### src/rtl/core/ctlc_pkg.sv
// ----------------------------------------------------------------------------
// Counted loop trip count package
// Shared types and constants for the trip count pipeline.
// ----------------------------------------------------------------------------
package ctlc_pkg;

   localparam int unsigned DataWidth = 64;
   localparam int unsigned DivSteps  = DataWidth;

   localparam logic [2:0] MODE_LT = 3'd0;
   localparam logic [2:0] MODE_LE = 3'd1;
   localparam logic [2:0] MODE_GT = 3'd2;
   localparam logic [2:0] MODE_GE = 3'd3;

   // Work carried down the pipeline: two division lanes share one divisor.
   typedef struct packed {
      logic                 bad;     // count not known
      logic                 zero;    // start already fails the compare
      logic                 strict;  // strict compare: ceiling division
      logic [DataWidth-1:0] mag;     // step magnitude (divisor)
      logic [DataWidth-1:0] rem_d;   // distance lane remainder
      logic [DataWidth-1:0] quo_d;   // distance lane dividend / quotient
      logic [DataWidth-1:0] rem_r;   // headroom lane remainder
      logic [DataWidth-1:0] quo_r;   // headroom lane dividend / quotient
   } ctlc_work_type;

endpackage

### src/rtl/core/ctlc_div_step.sv
// ----------------------------------------------------------------------------
// Division step
// One restoring division iteration on both lanes against a shared divisor.
// ----------------------------------------------------------------------------
module ctlc_div_step import ctlc_pkg::*; (
   input  ctlc_work_type work_in,
   output ctlc_work_type work_out
);

   logic [DataWidth:0] part_d;
   logic [DataWidth:0] part_r;
   logic [DataWidth:0] diff_d;
   logic [DataWidth:0] diff_r;
   logic               ge_d;
   logic               ge_r;

   always_comb begin
      part_d = {work_in.rem_d, work_in.quo_d[DataWidth-1]};
      part_r = {work_in.rem_r, work_in.quo_r[DataWidth-1]};
      diff_d = part_d - {1'b0, work_in.mag};
      diff_r = part_r - {1'b0, work_in.mag};
      ge_d   = part_d >= {1'b0, work_in.mag};
      ge_r   = part_r >= {1'b0, work_in.mag};

      work_out       = work_in;
      work_out.rem_d = ge_d ? diff_d[DataWidth-1:0] : part_d[DataWidth-1:0];
      work_out.rem_r = ge_r ? diff_r[DataWidth-1:0] : part_r[DataWidth-1:0];
      work_out.quo_d = {work_in.quo_d[DataWidth-2:0], ge_d};
      work_out.quo_r = {work_in.quo_r[DataWidth-2:0], ge_r};
   end

endmodule

### config.mk
export PLATFORM = sky130hd
export DESIGN_NAME = ctlc_div_step
export DESIGN_NICKNAME = d
export VERILOG_FILES = /design/src/rtl/core/ctlc_pkg.sv /design/src/rtl/core/ctlc_div_step.sv
export SDC_FILE = /design/constraint.sdc
export NUM_CORES = 1
export LEC_CHECK = 0
export BUFFER_PORTS_ARGS = -buffer_cell sky130_fd_sc_hd__buf_2
export CAP_MARGIN = 20
export CORE_AREA = 2 2 254 256
export DETAILED_ROUTE_END_ITERATION = 10
export DIE_AREA = 0 0 256 258
export GPL_ROUTABILITY_DRIVEN = 0
export PLACE_DENSITY_LB_ADDON = 0.12
export SLEW_MARGIN = 40
export SYNTH_ARGS = -nofsm -noshare
export SYNTH_HDL_FRONTEND = slang
export SYNTH_SLANG_ARGS = --single-unit
### constraint.sdc
create_clock -name vclk -period 6.9
set_input_delay 0.345 -clock vclk [all_inputs]
set_output_delay 0.345 -clock vclk [all_outputs]
set_load 0.05 [all_outputs]
==> run metrics <==
status=complete, no violations; Slew HR=46.6%; Power, Total=2.02 mW; synthesized area=10900 sq um; post-route insts no fill=2642; Synth Area in Compound Gates=33.4%; Yosys top cell area share=14.8%; CTS resizes=0; Synth Area per Inst=6.53 sq um; Critical Path RT=6550 ps; vias per cell=4.45; die area=66000 sq um; CP cell instances=buf_2 -> inv_1 -> ha_1 -> fa_1 -> nor2b_1 -> o31a_1 -> o311ai_1 -> o2111ai_1 -> o211ai_1 -> a2111oi_0 -> nor3_1 -> o31ai_1 -> a221oi_1 -> xor2_1 -> a21oi_1 -> buf_2; vias=11.7k; FF+latch count=0; Layout Nets=2239; RSZ-0062 raised after global routing=false; Synth Area in Adders=15.1%; Worst EP arrival=4860 ps; hold buffer count at CTS=0; Layout Utilization=19.0%; Initial DRC Count=547; largest family of logic cells by synthesized area=compound AO/OA/AOI/OAI gates; Pre-Repair DR Iteration Count=5; clock share of power=0%; initial antenna violation count=6; synth unique cells=96; pre-CTS setup slack=1530 ps; highest clock rate=0.192 GHz; WL per Instance=19.5 microns; Storage cell area=0 sq um; Psw=1.46 mW; xor/xnor share of the synthesized area=9.20%; Die X=256 microns; Post-Route Setup TNS=0 ps; Area growth syn-to-layout=11.6%; Worst Hold Class=in -> out; Synth Net Count=2114; setup bufs post-CTS=0; register area share after synthesis=0%; CP Capture Type=primary output; mux contribution to synthesized area=1.67%; Static Leak=5.98 nW; Fin Hold WS=690 ps; critical path class=in -> out; Combinational Power Share=100.0%; Final WS setup=1690 ps; num ports=646; final hold vios=0; Final Max Tran Viols=0; Setup Viol. Count Final=0; Final HPWL DP=46.5 mm; dpl cells=2639; worst vdd ir=73.6 uV; vias in the first global route=12.0k; fin area=12100 sq um; first-pass GRT wire length=75.1 mm; Least-Margin Pin Slew=794 ps; pwr/cell area=167 nW/um^2; YS warnings=0; Clock buffer cells=0; simple-gate portion of the synthesized area=19.7%; Detail Route Antenna Nets=0; dpl cell area=12100 sq um; Tmin final=5210 ps; row cnt=93; Filler Cell Count=7439; slowest cell delay on critical path=700 ps; cell taking the most area after synthesis=ha_1; Sequential Power Share=0%; number of remaining DRC errors=0; Synth Instances=1661; layout cell share with drive strength beyond 1=24.8%; Core Region=63600 sq um; IO buf count=388; pin count of the biggest net entering global routing=68; Final Cycle Share=75.5%; Critical Path Start Type=input port; Critical Path Most Common Cell=buf_2; sw frac=72.0%; Area contributors post-synth=ha_1 15%, buf_4 14%, a21oi_1 11%; All-Layer GR Usage=14.7%; CP max-delay cell=nor3_1; Max-cap violations=0; CP max FO=3; GRT overflow=0; Power Internal=0.565 mW; initial core utilization=17.1%; Die Span Y=258 microns; drt total wl=51.6 mm
==> path summary, 6_finish.rpt <==
kind	cells after the start	slack, ps	start	endpoint
hold / removal	0	690	work_in[146]	work_out[147]
setup / recovery	16	1690	work_in[63]	work_out[126]
==> cells in the final DEF, fill, tap and decap left out, types with 5 or more instances in the layout <==
cell type / n
mux2_1: 8
a211oi_1: 6
and3_1: 12
xnor2_1: 69
nor2_1: 176
mux2_2: 5
a21oi_1: 234
xor2_1: 45
nand2_1: 111
ha_1: 128
buf_2: 388
buf_4: 6
o21ai_0: 69
o21ai_1: 8
nand2b_1: 10
nor2b_1: 13
nor4_1: 8
inv_1: 108
a221oi_1: 5
a31oi_1: 12
nand4_1: 47
a21boi_0: 8
nand3_1: 21
o21a_1: 15
a21o_1: 99
nor3_1: 18
o211ai_1: 7
o31ai_1: 7
or3_1: 5
and2_1: 7
o21bai_1: 27
==> routing by layer <==
metal	up-vias	wire, microns	global-route usage, %
met5	-	24	0
met4	4	601	1.58
met3	42	2120	1.80
met2	364	25400	27.0
met1	5396	23500	18.7
li1	5939	-	-
==> cells in the mapped netlist, types with 27 or more instances <==
library cell	instances
a21o_1	99
a21oi_1	234
buf_2	34
buf_4	205
clkbuf_1	31
ha_1	128
inv_1	108
nand2_1	111
nand4_1	47
nor2_1	176
o21ai_0	69
o21bai_1	27
xnor2_1	69
xor2_1	45
==> kinds of logic after synthesis <==
| family | after synthesis |
|---|---|
| compound gates | 563 |
| xor+xnor | 114 |
| fa+ha+maj | 130 |
| buf+inv | 384 |
| mux | 16 |
| simple gates | 454 |
==> power by group through the flow <==
stage	Combinational [mW]	Sequential (mW)	Clock, mW
after CTS	2.05	0	0
after floorplan	1.71	0	0
after global routing	2.17	0	0.0000000194
after detailed placement	2.04	0	0
final	2.02	0	0.0000000582
after global placement	2.05	0	0
==> critical path, delay by kind of cell <==
family	cells	cell delay (ps)
simple gates	2	800
fa+ha+maj	2	600
buf+inv	3	420
xor+xnor	1	120
compound gates	8	2570
==> layout make-up <==
class                      instances  area (sq um)  area share, %
antenna                            3          7.51         0.0620
inverter                         111           418           3.45
multi-input combinational       1277          8590           70.9
tap                              855          1070           8.83
timing repair buffer             396          2030           16.7
No activity file was read; power rests on OpenSTA's default activity.
