[config.mk]
export PLATFORM = sky130hd
export DESIGN_NAME = ctlc_back
export DESIGN_NICKNAME = d
export VERILOG_FILES = /design/src/rtl/core/ctlc_pkg.sv /design/src/rtl/core/ctlc_back.sv
export SDC_FILE = /design/constraint.sdc
export NUM_CORES = 1
export LEC_CHECK = 0
export CAP_MARGIN = 20
export CORE_AREA = 3 3 150 152
export DETAILED_ROUTE_END_ITERATION = 7
export DIE_AREA = 0 0 153 155
export DONT_BUFFER_PORTS = 1
export GPL_TIMING_DRIVEN = 0
export PLACE_DENSITY = 0.4
export SLEW_MARGIN = 10
export SYNTH_ARGS = -nofsm -noshare
export SYNTH_HDL_FRONTEND = slang
export SYNTH_SLANG_ARGS = --single-unit
[constraint.sdc]
create_clock -name vclk -period 6.2
set_input_delay 0 -clock vclk [all_inputs]
set_output_delay 0 -clock vclk [all_outputs]
set_load 0.005 [all_outputs]
[src/rtl/core/ctlc_pkg.sv]
// ----------------------------------------------------------------------------
// Counted loop trip count package
// Shared types and constants for the trip count pipeline.
// ----------------------------------------------------------------------------
package ctlc_pkg;

   localparam int unsigned DataWidth = 64;
   localparam int unsigned DivSteps  = DataWidth;

   localparam logic [2:0] MODE_LT = 3'd0;
   localparam logic [2:0] MODE_LE = 3'd1;
   localparam logic [2:0] MODE_GT = 3'd2;
   localparam logic [2:0] MODE_GE = 3'd3;

   // Work carried down the pipeline: two division lanes share one divisor.
   typedef struct packed {
      logic                 bad;     // count not known
      logic                 zero;    // start already fails the compare
      logic                 strict;  // strict compare: ceiling division
      logic [DataWidth-1:0] mag;     // step magnitude (divisor)
      logic [DataWidth-1:0] rem_d;   // distance lane remainder
      logic [DataWidth-1:0] quo_d;   // distance lane dividend / quotient
      logic [DataWidth-1:0] rem_r;   // headroom lane remainder
      logic [DataWidth-1:0] quo_r;   // headroom lane dividend / quotient
   } ctlc_work_type;

endpackage

[src/rtl/core/ctlc_back.sv]
// ----------------------------------------------------------------------------
// Trip count finish
// Rounds the quotient into a count and checks it against the headroom.
// ----------------------------------------------------------------------------
module ctlc_back import ctlc_pkg::*; (
   input  ctlc_work_type        work,
   output logic [DataWidth-1:0] iter_count,
   output logic                 known
);

   logic [DataWidth-1:0] n;
   logic                 wrap;

   always_comb begin
      wrap = 1'b0;
      if (work.strict) begin
         n = work.quo_d + {{(DataWidth-1){1'b0}}, (work.rem_d != '0)};
      end else begin
         wrap = (work.quo_d == '1);
         n    = work.quo_d + {{(DataWidth-1){1'b0}}, 1'b1};
      end

      if (work.bad) begin
         known      = 1'b0;
         iter_count = '0;
      end else if (work.zero) begin
         known      = 1'b1;
         iter_count = '0;
      end else if (wrap || (n > work.quo_r)) begin
         known      = 1'b0;
         iter_count = '0;
      end else begin
         known      = 1'b1;
         iter_count = n;
      end
   end

endmodule

==> flow_summary_export.csv, run 1 <==
group,metric,value,unit
run_status,status,"complete, no violations",
synthesis,netlist_area,0.00380,mm^2
synthesis,synth_warnings,0,
synthesis,synthTopCellsByArea,"ha_1 22%, nor3_1 11%, nand2_1 10%",
layout,syn2layout_area_growth,10.1,%
placement,port-buffer-count,0,
worst_setup_path,max_stage_delay,0.59,ns
grt,grt_pass1_vias,4319,
placement,dp.cells,884,
worst_setup_path,end_kind,"output pin",
timing,setup_ws,0.664,ns
timing,fin_crit,5.54,ns
hold_path,hp-start,"work[322]",
layout,drive_gt1_share,4.10,%
detailed_routing,antenna_left,0,
die,dieArea,0.0237,mm^2
synthesis,synthTopCellsByCount,"104 x nand2_1, 80 x nor3_1, 73 x inv_1, 66 x ha_1, 37 x xnor2_1",
timing,finalHoldViolCount,0,
die,start_util,18.0,%
cts,postCtsResizedCells,0,
grt,grt_max_degree,11,
worst_setup_path,startpoint,"work[204]",
timing,hold-worst-slack,0.0519,ns
layout,diodes,0,
detailed_routing,dr.pass1.iters,4,
timing,fmax,181,MHz
timing,period_share,89.3,%
power,leakagePower,1.76,nW
detailed_routing,wl_per_cell,19.2,um
layout,clock_buffers,0,
timing,tightest_slew,0.881,ns
placement,routabilityCongestion,0.777,
synthesis,yosysUniqueCellTypes,40,
timing,report.final.slew_viol_count,0,
worst_setup_path,path_class,"input pin to output pin",
worst_setup_path,path_cells,"nor4_1, nand4_1, nor4_1, nand4_1, ha_1, ha_1, and2_1, nand3_1, clkbuf_1, nor3_1, xnor2_1, ha_1, nand4_1, nor4_2, and4_1, a221oi_1, a21oi_2, buf_6, clkbuf_1, nor3_1",
synthesis,synthCells,607,
cts,cts_hold_buf,0,
layout,final_nets,1001,
timing,setup_viol,0,
die,die_height,155,um
grt,grt.overflow.total,0,
hold_path,hold_class,"input pin to output pin",
power,power_density,47.4,mW/mm^2
placement,place_area,0.00417,mm^2
layout,stdcell_area,0.00419,mm^2
grt,antenna_found_initial,1,
worst_setup_path,cp_max_fo,10,
die,core,0.0212,mm^2
worst_setup_path,start_kind,"input pin",
power,peakVddDrop,0.0180,mV
die,ioPinCount,388,
synthesis,synth_largest_area_cell,"ha_1",
grt,grt_pass1_wl,25.5,mm
detailed_routing,first_iter_violations,132,
worst_setup_path,cp.arrival,5.54,ns
timing,tns,0,ns
worst_setup_path,worstPathRequired,6.20,ns
synthesis,yosys.cell_count.top_type,"nand2_1",
hold_path,hold_depth,1,
layout,fin_cells,885,
placement,dp_hpwl,15.1,mm
detailed_routing,drc_errors,0,
cts,post_cts_buffers,0,
synthesis,syn_avg_cell_area,6.27,um^2
grt,grt.total_usage,13.3,%
layout,flops_and_latches,0,
die,die_x,153,um
worst_setup_path,slowest_stage,"clkbuf_1",
timing,slew_headroom,41.1,%
timing,rsz0062_at_grt,"false",
synthesis,syn_nets,996,
detailed_routing,wl,17.0,mm
die,row_count,53,
synthesis,seq_area_frac_synth,0,%
synthesis,yosys.area.top_type_share,21.7,%
layout,seq_area,0,um^2
job,maxCapViolCount,0,
placement,pre_cts_ws,0.315,ns
detailed_routing,post_drt_via_cell_ratio,4.81,
detailed_routing,vias,4258,
layout,n_fill_cell,2472,
[final timing paths]
kind | end | slack (ns)
max | iter_count[6] | 0.66
min | known | 0.05
[report_power, final]
part / leakage (nW) / switching, W / internal [W] / total (W)
clock network: 0 / 0 / 0 / 0
registers: 0 / 0 / 0 / 0
logic: 1.76 / 0.000122 / 0.0000767 / 0.000198
[stage by stage]
step | utilization, % | total power [W]
detailed placement | 19.7 | 0.000201
floorplan | - | 0.000147
global route | 19.8 | 0.000231
finish | 19.8 | 0.000198
global placement | 19.6 | 0.000199
CTS | 19.7 | 0.000203
[per-layer routing]
| layer | GRT usage (%) | share of wire (%) |
|---|---|---|
| met1 | 18.5 | 47 |
| met5 | 0 | 0.065 |
| met4 | 0.255 | 0.30 |
| met3 | 3.09 | 6.8 |
| met2 | 22.1 | 46 |
[worst max-delay path, delay by kind of cell]
kind	cells	cell delay [ns]
xor+xnor	1	0.20
compound gates	2	0.42
buf+inv	3	1.21
simple gates	11	2.86
fa+ha+maj	3	0.83
[cells by family (layout without fill, tap and decap cells)]
kind of cell / count (synthesis) / after routing / share of synthesized area [%]
adders and majority gates: 66 / 66 / 21.7
xor gates and xnor gates: 62 / 62 / 14.3
AOI/OAI and AO/OA: 49 / 49 / 7.80
and+or+nand+nor: 335 / 335 / 45.5
buffers and inverters: 95 / 98 / 10.8
[cell usage in the layout, fill, tap and decap left out, types with 7 or more instances in the layout]
cell type,Yosys,final
buf_6,6,8
xor2_1,25,25
xnor2_1,37,37
and3_1,7,7
o21ai_0,8,8
inv_1,73,73
and4_1,8,8
clkbuf_1,12,12
nor3_1,80,80
ha_1,66,66
nand4_1,36,36
a21oi_1,27,26
nand3_1,32,32
nor2_1,21,21
nand2_1,104,104
nor4_1,28,27
[layout make-up]
type | count | area (um^2) | share of cell area (%)
Buffer | 22 | 135 | 3.23
Inverter | 73 | 274 | 6.54
Multi-Input combinational cell | 512 | 3400 | 81.3
Tap cell | 275 | 344 | 8.22
Timing Repair Buffer | 3 | 30.0 | 0.717
Power figures use the tool's default switching activity.
==> run 2: changes to the inputs <==
==> constraint.sdc (replaced) <==
create_clock -name vclk -period 6
set_input_delay 0 -clock vclk [all_inputs]
set_output_delay 0 -clock vclk [all_outputs]
set_load 0.005 [all_outputs]
==> run 2 against run 1 <==
Against the previous run:
- sequential cell count unchanged
- routed wire length about the same
- global-route usage unchanged
- hold slack unchanged
- cell area about the same
- core utilization about the same
- non-clock buffer count unchanged
- highest routed layer unchanged
- via count down 0.14%
- die area unchanged
==> flow_summary_export.csv, run 2 (same netlist as run 1, synthesis figures left out) <==
group,metric,value,unit
timing,report.final.slew_viol_count,0,
detailed_routing,route.met2.wl,7.75,mm
detailed_routing,top_layer,"met5",
worst_setup_path,end_kind,"output pin",
timing,setup_viol,0,
cts,postCtsResizedCells,0,
worst_setup_path,cp.arrival,5.29,ns
grt,grt.total_usage,13.3,%
die,ioPinCount,388,
power,leakagePower,1.77,nW
timing,tightest_slew,0.890,ns
die,row_count,53,
power,peakVddDrop,0.0185,mV
timing,finalHoldViolCount,0,
timing,fin_crit,5.29,ns
grt,grt_pass1_vias,4319,
power,power_density,48.9,mW/mm^2
grt,grt.overflow.total,0,
placement,dp_hpwl,15.1,mm
detailed_routing,wl_per_cell,19.2,um
grt,grt_pass1_wl,25.5,mm
detailed_routing,drc_errors,0,
layout,n_fill_cell,2471,
grt,antenna_found_initial,1,
placement,routabilityCongestion,0.777,
layout,seq_area,0,um^2
detailed_routing,wl,17.0,mm
die,die_height,155,um
timing,setup_ws,0.709,ns
placement,port-buffer-count,0,
layout,flops_and_latches,0,
detailed_routing,dr.pass1.iters,4,
detailed_routing,met1Wirelength,7.96,mm
power,finalPower,0.000205,W
layout,syn2layout_area_growth,10.1,%
cts,cts_hold_buf,0,
timing,slew_headroom,40.1,%
worst_setup_path,path_class,"input pin to output pin",
run_status,status,"complete, no violations",
layout,diodes,0,
worst_setup_path,start_kind,"input pin",
layout,final_nets,1001,
timing,rsz0062_at_grt,"false",
worst_setup_path,worstPathRequired,6.00,ns
layout,stdcell_area,0.00419,mm^2
detailed_routing,vias,4252,
grt,grt_max_degree,11,
detailed_routing,wl_met3,1.17,mm
die,dieArea,0.0237,mm^2
worst_setup_path,cp_max_fo,10,
layout,mostFrequentLayoutCells,"104 x nand2_1, 80 x nor3_1, 73 x inv_1",
layout,clock_buffers,0,
timing,period_share,88.2,%
die,start_util,18.0,%
hold_path,hold_class,"input pin to output pin",
detailed_routing,first_iter_violations,132,
layout,drive_gt1_share,4.26,%
placement,pre_cts_ws,0.115,ns
die,core,0.0212,mm^2
die,die_x,153,um
cts,post_cts_buffers,0,
detailed_routing,post_drt_via_cell_ratio,4.80,
detailed_routing,antenna_left,0,
layout,final_common_cell,"nand2_1",
timing,fmax,189,MHz
timing,tns,0,ns
placement,place_area,0.00417,mm^2
job,maxCapViolCount,0,
==> run 2: cell type report <==
class | count | area, um^2 | area share (%)
multi-input cells | 512 | 3400 | 81.3
well taps | 275 | 344 | 8.21
plain buffers | 22 | 136 | 3.26
repair buffers | 3 | 30.0 | 0.717
inverters | 73 | 274 | 6.54
==> run 2: through the flow <==
step / utilization (%) / hold WS, ns / instances
2_1_floorplan: - / 0.0295 / 607
3_3_place_gp: 19.6 / 0.0503 / 882
3_5_place_dp: 19.7 / 0.0516 / 884
4_1_cts: 19.7 / 0.0516 / 884
5_1_grt: 19.8 / 0.0548 / 885
6_report: 19.8 / 0.0519 / 885
==> run 2: final timing paths <==
check | from | end | slack (ns) | cells past startpoint
worst max-delay path | work[204] | iter_count[6] | 0.71 | 20
worst min-delay path | work[322] | known | 0.05 | 1
==> run 2: critical path, stage by stage <==
cell	delay (ns)
nor4_1	0.30
nand4_1	0.17
nor4_1	0.37
nand4_1	0.15
ha_1	0.27
ha_1	0.26
and2_1	0.25
nand3_1	0.26
clkbuf_2	0.38
nor3_1	0.12
xnor2_1	0.19
ha_1	0.30
nand4_1	0.22
nor4_2	0.45
and4_1	0.35
a221oi_1	0.13
a21oi_2	0.29
buf_6	0.21
clkbuf_1	0.41
nor3_1	0.19
==> run 2: power breakdown <==
part | internal (W) | total, W | switching, W
clock | 0 | 0 | 0
combinational | 0.0000792 | 0.000205 | 0.000126
sequential | 0 | 0 | 0
total | 0.0000792 | 0.000205 | 0.000126
==> run 2: per-layer routing <==
layer | global-route usage (%) | vias to the layer above
met5 | 0 | -
met4 | 0.255 | 2
met3 | 3.09 | 4
met2 | 22.1 | 144
met1 | 18.5 | 1928
li1 | - | 2174
