$ cat config.mk
export PLATFORM = sky130hd
export DESIGN_NAME = ctlc_front
export DESIGN_NICKNAME = d
export VERILOG_FILES = /design/src/rtl/core/ctlc_pkg.sv /design/src/rtl/core/ctlc_front.sv
export SDC_FILE = /design/constraint.sdc
export NUM_CORES = 1
export LEC_CHECK = 0
export BUFFER_PORTS_ARGS = -buffer_cell sky130_fd_sc_hd__buf_2
export CAP_MARGIN = 30
export CORE_AREA = 2 2 200 202
export DETAILED_ROUTE_END_ITERATION = 8
export DIE_AREA = 0 0 202 204
export GPL_TIMING_DRIVEN = 0
export PLACE_DENSITY = 0.56
export SYNTH_ARGS = -nofsm -noshare
export SYNTH_HDL_FRONTEND = slang
export SYNTH_SLANG_ARGS = --single-unit
$ cat constraint.sdc
create_clock -name vclk -period 12.55
set_input_delay 1.8825 -clock vclk [all_inputs]
set_output_delay 1.8825 -clock vclk [all_outputs]
set_load 0.02 [all_outputs]
$ cat src/rtl/core/ctlc_pkg.sv
// ----------------------------------------------------------------------------
// Counted loop trip count package
// Shared types and constants for the trip count pipeline.
// ----------------------------------------------------------------------------
package ctlc_pkg;

   localparam int unsigned DataWidth = 64;
   localparam int unsigned DivSteps  = DataWidth;

   localparam logic [2:0] MODE_LT = 3'd0;
   localparam logic [2:0] MODE_LE = 3'd1;
   localparam logic [2:0] MODE_GT = 3'd2;
   localparam logic [2:0] MODE_GE = 3'd3;

   // Work carried down the pipeline: two division lanes share one divisor.
   typedef struct packed {
      logic                 bad;     // count not known
      logic                 zero;    // start already fails the compare
      logic                 strict;  // strict compare: ceiling division
      logic [DataWidth-1:0] mag;     // step magnitude (divisor)
      logic [DataWidth-1:0] rem_d;   // distance lane remainder
      logic [DataWidth-1:0] quo_d;   // distance lane dividend / quotient
      logic [DataWidth-1:0] rem_r;   // headroom lane remainder
      logic [DataWidth-1:0] quo_r;   // headroom lane dividend / quotient
   } ctlc_work_type;

endpackage

$ cat src/rtl/core/ctlc_front.sv
// ----------------------------------------------------------------------------
// Trip count setup
// Classifies the loop and forms distance, headroom and step magnitude.
// ----------------------------------------------------------------------------
module ctlc_front import ctlc_pkg::*; (
   input  logic [2:0]           mode,
   input  logic [DataWidth-1:0] start_req,
   input  logic [DataWidth-1:0] limit,
   input  logic [DataWidth-1:0] step,
   input  logic                 limit_known,
   output ctlc_work_type        work
);

   logic up;
   logic strict;
   logic mode_ok;
   logic fails;

   always_comb begin
      up      = ~step[DataWidth-1];
      mode_ok = up ? (mode == MODE_LT || mode == MODE_LE)
                   : (mode == MODE_GT || mode == MODE_GE);
      strict  = up ? (mode == MODE_LT) : (mode == MODE_GT);
      if (up) begin
         fails = strict ? !($signed(start_req) < $signed(limit))
                        : ($signed(limit) < $signed(start_req));
      end else begin
         fails = strict ? !($signed(limit) < $signed(start_req))
                        : ($signed(start_req) < $signed(limit));
      end

      work.bad    = !limit_known || (step == '0) || !mode_ok;
      work.zero   = fails;
      work.strict = strict;
      work.mag    = up ? step : ('0 - step);
      work.rem_d  = '0;
      work.rem_r  = '0;
      if (up) begin
         work.quo_d = limit - start_req;
         work.quo_r = {1'b0, {(DataWidth-1){1'b1}}} - start_req;
      end else begin
         work.quo_d = start_req - limit;
         work.quo_r = start_req - {1'b1, {(DataWidth-1){1'b0}}};
      end
   end

endmodule

==> results.md, run 1 <==
Setup path:
- The worst setup path is captured at a primary output.
- The arrival time at the worst endpoint is 6.09 ns.
- The setup path with the least slack is of type primary input to primary output.
- At the worst endpoint, the required time is 10.67 ns.
- In this run the worst path has a maximum fanout of 10.
- STA classifies the critical path startpoint as a primary input.

Outcome:
- The run finished with clean final reports.

STA:
- At the pin with the least slew margin, the transition time is 1.04 ns.
- The shortest period the worst path allows is 7.98 ns.
- The tightest hold path in the finished design has a slack of 4.07 ns.
- The final count of hold timing violations was 0.
- Setup violations remaining at the end of the flow were counted as 0.
- Setup repair after global routing left no endpoint under its margin.
- The headroom to the max-slew limit is 29.1%.
- The total negative setup slack is 0 ns.
- The final worst-path cycle share is 63.6%.
- The max-slew violation count was 0.
- The highest clock frequency the design can meet is 125 MHz.

Layout:
- The count of sequential standard cells is 0.
- The cell area after layout is 14100 sq um.
- The ratio of cells with drive above 1 in the final layout is 25.1%.
- The count of clock buffers in the final design is 0.
- At the end of the flow, the number of nets in the layout was 2516.
- The finished layout holds 2718 standard cells, fillers aside.
- The filler cells instantiated in the layout total 4318.
- The area added between synthesis and finish is 28.9%.
- The sequential cell area in the final layout is 0 sq um.

Min path:
- The kind of path behind the tightest hold check is primary input to primary output.
- In this run the most critical hold path is launched from step[37].
- The number of cells on the worst hold path is 3.
- The endpoint with the worst hold slack is work[293].

Synthesis:
- The cell with the most instances after synthesis is sky130_fd_sc_hd__a21oi_1.
- The mean instance size in the synthesized netlist is 6.55 sq um.
- The unique cell type count in the Yosys netlist is 66.
- The cell count after synthesis came out at 1664.
- The commonest cells after synthesis are sky130_fd_sc_hd__a21oi_1, sky130_fd_sc_hd__xnor2_1, sky130_fd_sc_hd__inv_1.
- The synthesized area is 10900 sq um.
- The sequential-to-total area share from yosys stat is 0%.
- The largest area contributor in the synthesized netlist is sky130_fd_sc_hd__ha_1.
- By area the synthesized netlist is led by sky130_fd_sc_hd__ha_1, sky130_fd_sc_hd__xnor2_1, sky130_fd_sc_hd__buf_4, sky130_fd_sc_hd__a21oi_1, sky130_fd_sc_hd__o21ai_0.
- For this run, the number of Yosys warnings is 0.
- The top cell type by area accounts for 14.8% of the synthesized area.

Clocking:
- The number of setup buffers added after CTS is 0.
- The number of cells upsized or downsized after cts is 0.
- In this run, post-CTS hold repair placed 0 buffers.

Global routing:
- The maximum number of pins on one net before global-route repair is 11.
- For this run, the total global-route usage over all layers was measured as 23.4%.
- The number of antenna violations at the first check in global routing is 9.
- The residual overflow from global routing is 0.
- The number of global-route vias before repair is 12900.
- The first-pass GRT wire length is 75.5 mm.

Detailed routing:
- Summing over every cut layer, the via total after detailed routing is 13700.
- For this block, the routed nets add up to 52.0 mm of wire.
- Before antenna repair, the detailed router went through 6 iterations.
- After detailed routing, the number of remaining DRC violations is 0.
- The antenna violation net count after detailed routing is 0.
- Dividing the detail-routed wire length by the instance count gives 19.1 um.
- The number of DRC violations after detailed-routing iteration 0 is 982.
- In the routed layout, each cell is associated on average with a via count of 5.03.

Die:
- The number of cell rows is 73.
- The count of boundary I/O pins is 519.
- From left edge to right edge, the die measures 202 um.
- The core area is 39200 sq um.
- The initial cell density of the core is 27.8%.
- The die covers 41200 sq um.
- The vertical die dimension is 204 um.

Placement:
- The cell area after placement is 14000 sq um.
- The count of input and output buffers is 391.
- The routability congestion estimate from global placement is 0.936.
- Once detailed placement completed, the half-perimeter wirelength came to 46.0 mm.
- Including well taps, the total number of placed cells is 2712.

Run:
- The tool flagged a number of max-cap violations equal to 0.
-- metal layers --
layer	global-route usage, %	share of wire [%]	vias to the layer above
li1	-	-	6666
met1	29.6	42	6350
met2	41.9	48	561
met3	2.76	6.4	73
met4	5.80	2.5	8
met5	0	0.11	-
-- per-stage QoR --
| stage | util (%) | worst slack [ns] |
|---|---|---|
| 2_1_floorplan | - | 5.34 |
| 3_3_place_gp | 35.7 | 4.19 |
| 3_5_place_dp | 35.8 | 4.66 |
| 4_1_cts | 35.8 | 4.65 |
| 5_1_grt | 35.8 | 4.44 |
| 6_report | 35.9 | 4.57 |
-- layout by cell type (no fill, tap or decap), types with 14 or more instances in the layout --
| master | count |
|---|---|
| sky130_fd_sc_hd__o21ai_0 | 119 |
| sky130_fd_sc_hd__xor2_1 | 27 |
| sky130_fd_sc_hd__buf_4 | 131 |
| sky130_fd_sc_hd__o211ai_1 | 17 |
| sky130_fd_sc_hd__a21o_1 | 79 |
| sky130_fd_sc_hd__conb_1 | 128 |
| sky130_fd_sc_hd__ha_1 | 129 |
| sky130_fd_sc_hd__o41ai_1 | 17 |
| sky130_fd_sc_hd__nor3_1 | 29 |
| sky130_fd_sc_hd__o21bai_1 | 39 |
| sky130_fd_sc_hd__nand3_1 | 14 |
| sky130_fd_sc_hd__nand4_1 | 20 |
| sky130_fd_sc_hd__clkbuf_1 | 71 |
| sky130_fd_sc_hd__buf_2 | 395 |
| sky130_fd_sc_hd__a31oi_1 | 23 |
| sky130_fd_sc_hd__a21oi_1 | 186 |
| sky130_fd_sc_hd__or3_1 | 19 |
| sky130_fd_sc_hd__o31ai_1 | 28 |
| sky130_fd_sc_hd__a211oi_1 | 20 |
| sky130_fd_sc_hd__nand2_1 | 107 |
| sky130_fd_sc_hd__inv_1 | 154 |
| sky130_fd_sc_hd__xnor2_1 | 158 |
| sky130_fd_sc_hd__o21a_1 | 14 |
| sky130_fd_sc_hd__nor2_1 | 97 |
-- kinds of logic after synthesis --
logic type,count (synthesis),synth area share [%]
AND/OR/NAND/NOR,359,16.1
buffers and inverters,370,17.4
multiplexers,10,0.930
XOR/XNOR,185,14.9
adder cells (fa/ha/maj),131,15.2
AO/OA/AOI/OAI,608,35.6
other,1,0.0344
-- area by class of cell --
class                           instances  area, sq um  area share (%)
Inverter                              154          578            4.11
Buffer                                216         1310            9.35
Antenna cell                            6         15.0           0.107
Timing Repair Buffer                  396         2000            14.3
Multi-Input combinational cell       1421         9490            67.5
Tap cell                              525          657            4.67
-- worst max path at each step --
stage / from / end / slack [ns] / cells past startpoint
finish: start_req[16] / work[183] / 4.57 / 14
detailed placement: step[63] / work[321] / 4.66 / 10
global route: step[63] / work[321] / 4.44 / 10
CTS: step[63] / work[321] / 4.65 / 10
global placement: step[63] / work[60] / 4.19 / 8
floorplan: step[46] / work[319] / 5.34 / 9
-- critical path, cell delays in order --
cell,delay (ns)
sky130_fd_sc_hd__buf_2,0.13
sky130_fd_sc_hd__inv_1,0.05
sky130_fd_sc_hd__ha_1,0.27
sky130_fd_sc_hd__clkbuf_1,0.35
sky130_fd_sc_hd__nand4_1,0.23
sky130_fd_sc_hd__nor2_1,0.42
sky130_fd_sc_hd__and2_1,0.22
sky130_fd_sc_hd__nand2_1,0.12
sky130_fd_sc_hd__a311oi_1,0.55
sky130_fd_sc_hd__nor3_1,0.20
sky130_fd_sc_hd__o41ai_1,0.94
sky130_fd_sc_hd__a22oi_1,0.24
sky130_fd_sc_hd__xnor2_1,0.29
sky130_fd_sc_hd__buf_2,0.21
==> inputs of run 2 (changes only) <==
--- a/config.mk
+++ b/config.mk
@@ -5,13 +5,14 @@
 export SDC_FILE = /design/constraint.sdc
 export NUM_CORES = 1
 export LEC_CHECK = 0
+export ABC_AREA = 1
 export BUFFER_PORTS_ARGS = -buffer_cell sky130_fd_sc_hd__buf_2
 export CAP_MARGIN = 30
-export CORE_AREA = 2 2 200 202
+export CORE_AREA = 2 2 204 206
 export DETAILED_ROUTE_END_ITERATION = 8
-export DIE_AREA = 0 0 202 204
+export DIE_AREA = 0 0 206 208
 export GPL_TIMING_DRIVEN = 0
-export PLACE_DENSITY = 0.56
+export PLACE_DENSITY = 0.63
 export SYNTH_ARGS = -nofsm -noshare
 export SYNTH_HDL_FRONTEND = slang
 export SYNTH_SLANG_ARGS = --single-unit
==> constraint.sdc (replaced) <==
create_clock -name vclk -period 6.5
set_input_delay 0.975 -clock vclk [all_inputs]
set_output_delay 0.975 -clock vclk [all_outputs]
set_load 0.02 [all_outputs]
==> results.md, run 2 <==
Synthesis:
- In the synthesized netlist, the cells that appear most often are sky130_fd_sc_hd__nand2_1, sky130_fd_sc_hd__inv_1, sky130_fd_sc_hd__nor2_1.
- The largest area contributor in the synthesized netlist is sky130_fd_sc_hd__nand2_1.
- The cell with the most instances after synthesis is sky130_fd_sc_hd__nand2_1.
- The share of the Yosys chip area taken by registers is 0%.
- The synthesized area is 13300 sq um.
- In this run the mean area of a mapped cell was 5.25 sq um.
- The post-synthesis instance total is 2527.
- The portion of synthesized cell area occupied by the leading cell type is 21.6%.
- By area the synthesized netlist is led by sky130_fd_sc_hd__nand2_1, sky130_fd_sc_hd__ha_1, sky130_fd_sc_hd__inv_1, sky130_fd_sc_hd__a21oi_1, sky130_fd_sc_hd__buf_4.
- The unique cell type count in the Yosys netlist is 44.
- The Yosys step of the flow raised 0 warnings.

Layout:
- The clock buffers instantiated in the layout total 0.
- The sequential cell area in the final layout is 0 sq um.
- In the layout the commonest cells are sky130_fd_sc_hd__nand2_1, sky130_fd_sc_hd__buf_2, sky130_fd_sc_hd__inv_1.
- The count of sequential standard cells is 0.
- For this run, the post-layout net count is 3373.
- Cells with a size suffix above 1 make up 20.6% of the layout.
- The number of inserted diodes is 0.
- The core occupancy in the finished layout is 40.4%.
- The most common library cell in the layout ignoring fill and taps is sky130_fd_sc_hd__nand2_1.
- The area added between synthesis and finish is 23.3%.

Placement:
- The HPWL after detailed placement is 56.8 mm.
- Routability-driven placement finished with a final weighted congestion of 1.05.
- The count of input and output buffers is 390.
- Timing analysis after detailed placement gives a worst setup slack of 1.88 ns.

Setup path:
- For this run, the slowest stage of the critical path takes 0.67 ns.
- In this run the worst path has a maximum fanout of 5.
- The cell with the biggest individual delay on the critical path is sky130_fd_sc_hd__o21ai_0.
- The classification of the worst setup path is primary input to primary output.
- The signal on the critical path passes through buf_2, inv_1, ha_1, nand2_1, nor2_1, nand2_1, nor2_1, nand2_1, nand4_1, nand2_1, o21ai_0, xor2_1, buf_2.
- The kind of start point of the critical path is a primary input.
- The arrival time at the worst endpoint is 3.78 ns.
- STA classifies the critical path endpoint as a primary output.
- For the worst setup path, the data required time is 5.52 ns.
- Among the stages of the critical path, the cell type that occurs most often is sky130_fd_sc_hd__nand2_1.

Die:
- The core area is 40600 sq um.
- The number of cell rows is 74.
- Once the floorplan was initialized, standard cells occupied 32.7% of the core.
- The floorplan step defined a die boundary enclosing 42800 sq um.
- In this run the count of I/O pins placed on the die edge is 519.
- Measured along the y axis, the die boundary spans 208 um.
- The floorplan step set the die width to 206 um.

Outcome:
- The run finished with clean final reports.

Detailed routing:
- After detailed routing, the number of vias per cell comes to 4.87.
- The first detailed-routing pass ran for 5 iterations.
- After detailed routing, the number of remaining DRC violations is 0.
- The routed wire length on met3 is 5.02 mm.
- The uppermost layer routed is met5.
- After detailed routing, the met2 layer carries 30.3 mm of wire.
- After detailed routing, the average wire length per cell comes to 17.7 um.
- The detailed router placed 17400 vias in this run.
- The antenna violation net count after detailed routing is 0.
- The routed length on met1 is 25.9 mm.
- The wire length reported by the detailed router is 63.3 mm.
- After the first detailed-routing iteration, the DRC count stood at 1168.

STA:
- The max-slew violation count is 0.
- Setup slack closes at 1.74 ns.
- The final count of hold timing violations came to 0.
- Of the available clock period, the critical path in the final layout requires 73.2%.
- At the pin with the least slew margin, the transition time is 1.06 ns.
- Setup repair after global routing left no endpoint under its margin.
- The shortest period the worst path allows is 4.76 ns.
- Setup violations remaining at the end of the flow were counted as 0.
- The total negative setup slack is 0 ns.
- Timing would allow up to 210 MHz.
- Final hold analysis gives a worst-case slack of 2.24 ns.
- Headroom to the max-slew limit came out at 29.3%.

Global routing:
- Entering global routing, the biggest net connects 11 pins.
- The number of antenna violations at the first check in global routing is 3.
- The number of global-route vias before repair was 16600.
- The residual overflow from global routing is 0.
- The first-pass GRT wire length is 92.3 mm.
- In the global route stage, overall resource usage came out at 28.0%.

Power:
- Total power for the finished layout comes to 1720 uW.
- The worst supply voltage drop on vdd is 0.0451 mV.
- Summed over all cells, the static leakage comes to 0.00933 uW.
- The power density over the cells is 105 nW/um^2.

Min path:
- The kind of path behind the tightest hold check is primary input to primary output.

Run:
- Max-cap violations in this run came to 0.

Clocking:
- Buffers inserted to repair hold after CTS numbered 0.
- The number of cells upsized or downsized after cts is 0.
- The number of setup buffers added after CTS is 0.
-- run 2: layer usage --
layer	global-route usage, %	up-vias
li1	-	8725
met1	35.1	7772
met2	50.3	811
met3	2.66	101
met4	7.96	2
met5	0	-
-- run 2: worst paths after layout --
kind                 startpoint        end  cells past startpoint
hold / removal      limit_known  work[322]                      3
setup / recovery  start_req[18]  work[164]                     13
-- run 2: final cells by class --
type	count	area (sq um)
inverter	408	1530
buffer	167	1140
timing repair buffer	390	1950
tap	532	666
fill	4845	24200
multi-input combinational	2079	11100
-- run 2: logic make-up after synthesis --
logic type | synth area share (%)
compound gates | 15.9
xor+xnor | 10.4
fa+ha+maj | 12.5
buf+inv | 20.2
mux | 0.377
other cells | 0.0283
simple gates | 40.7
-- run 2: power by group --
| group | internal [uW] | total, uW | switching [uW] |
|---|---|---|---|
| Clock | 0 | 0 | 0 |
| Sequential | 0 | 0 | 0 |
| Combinational | 546 | 1720 | 1170 |
| Total | 546 | 1720 | 1170 |
-- run 2: stage by stage --
stage               area, sq um  instances
finish                    16400       3576
detailed placement        16400       3576
global placement          16400       3576
floorplan                 13700       2654
CTS                       16400       3576
global route              16400       3576
-- run 2: critical path: cells and delay by family --
family / cells / cell delay (ns)
simple gates: 7 / 1.14
buf+inv: 3 / 0.38
fa+ha+maj: 1 / 0.39
compound gates: 1 / 0.67
xor+xnor: 1 / 0.24
Note: power is estimated with default switching activity, not from simulation.
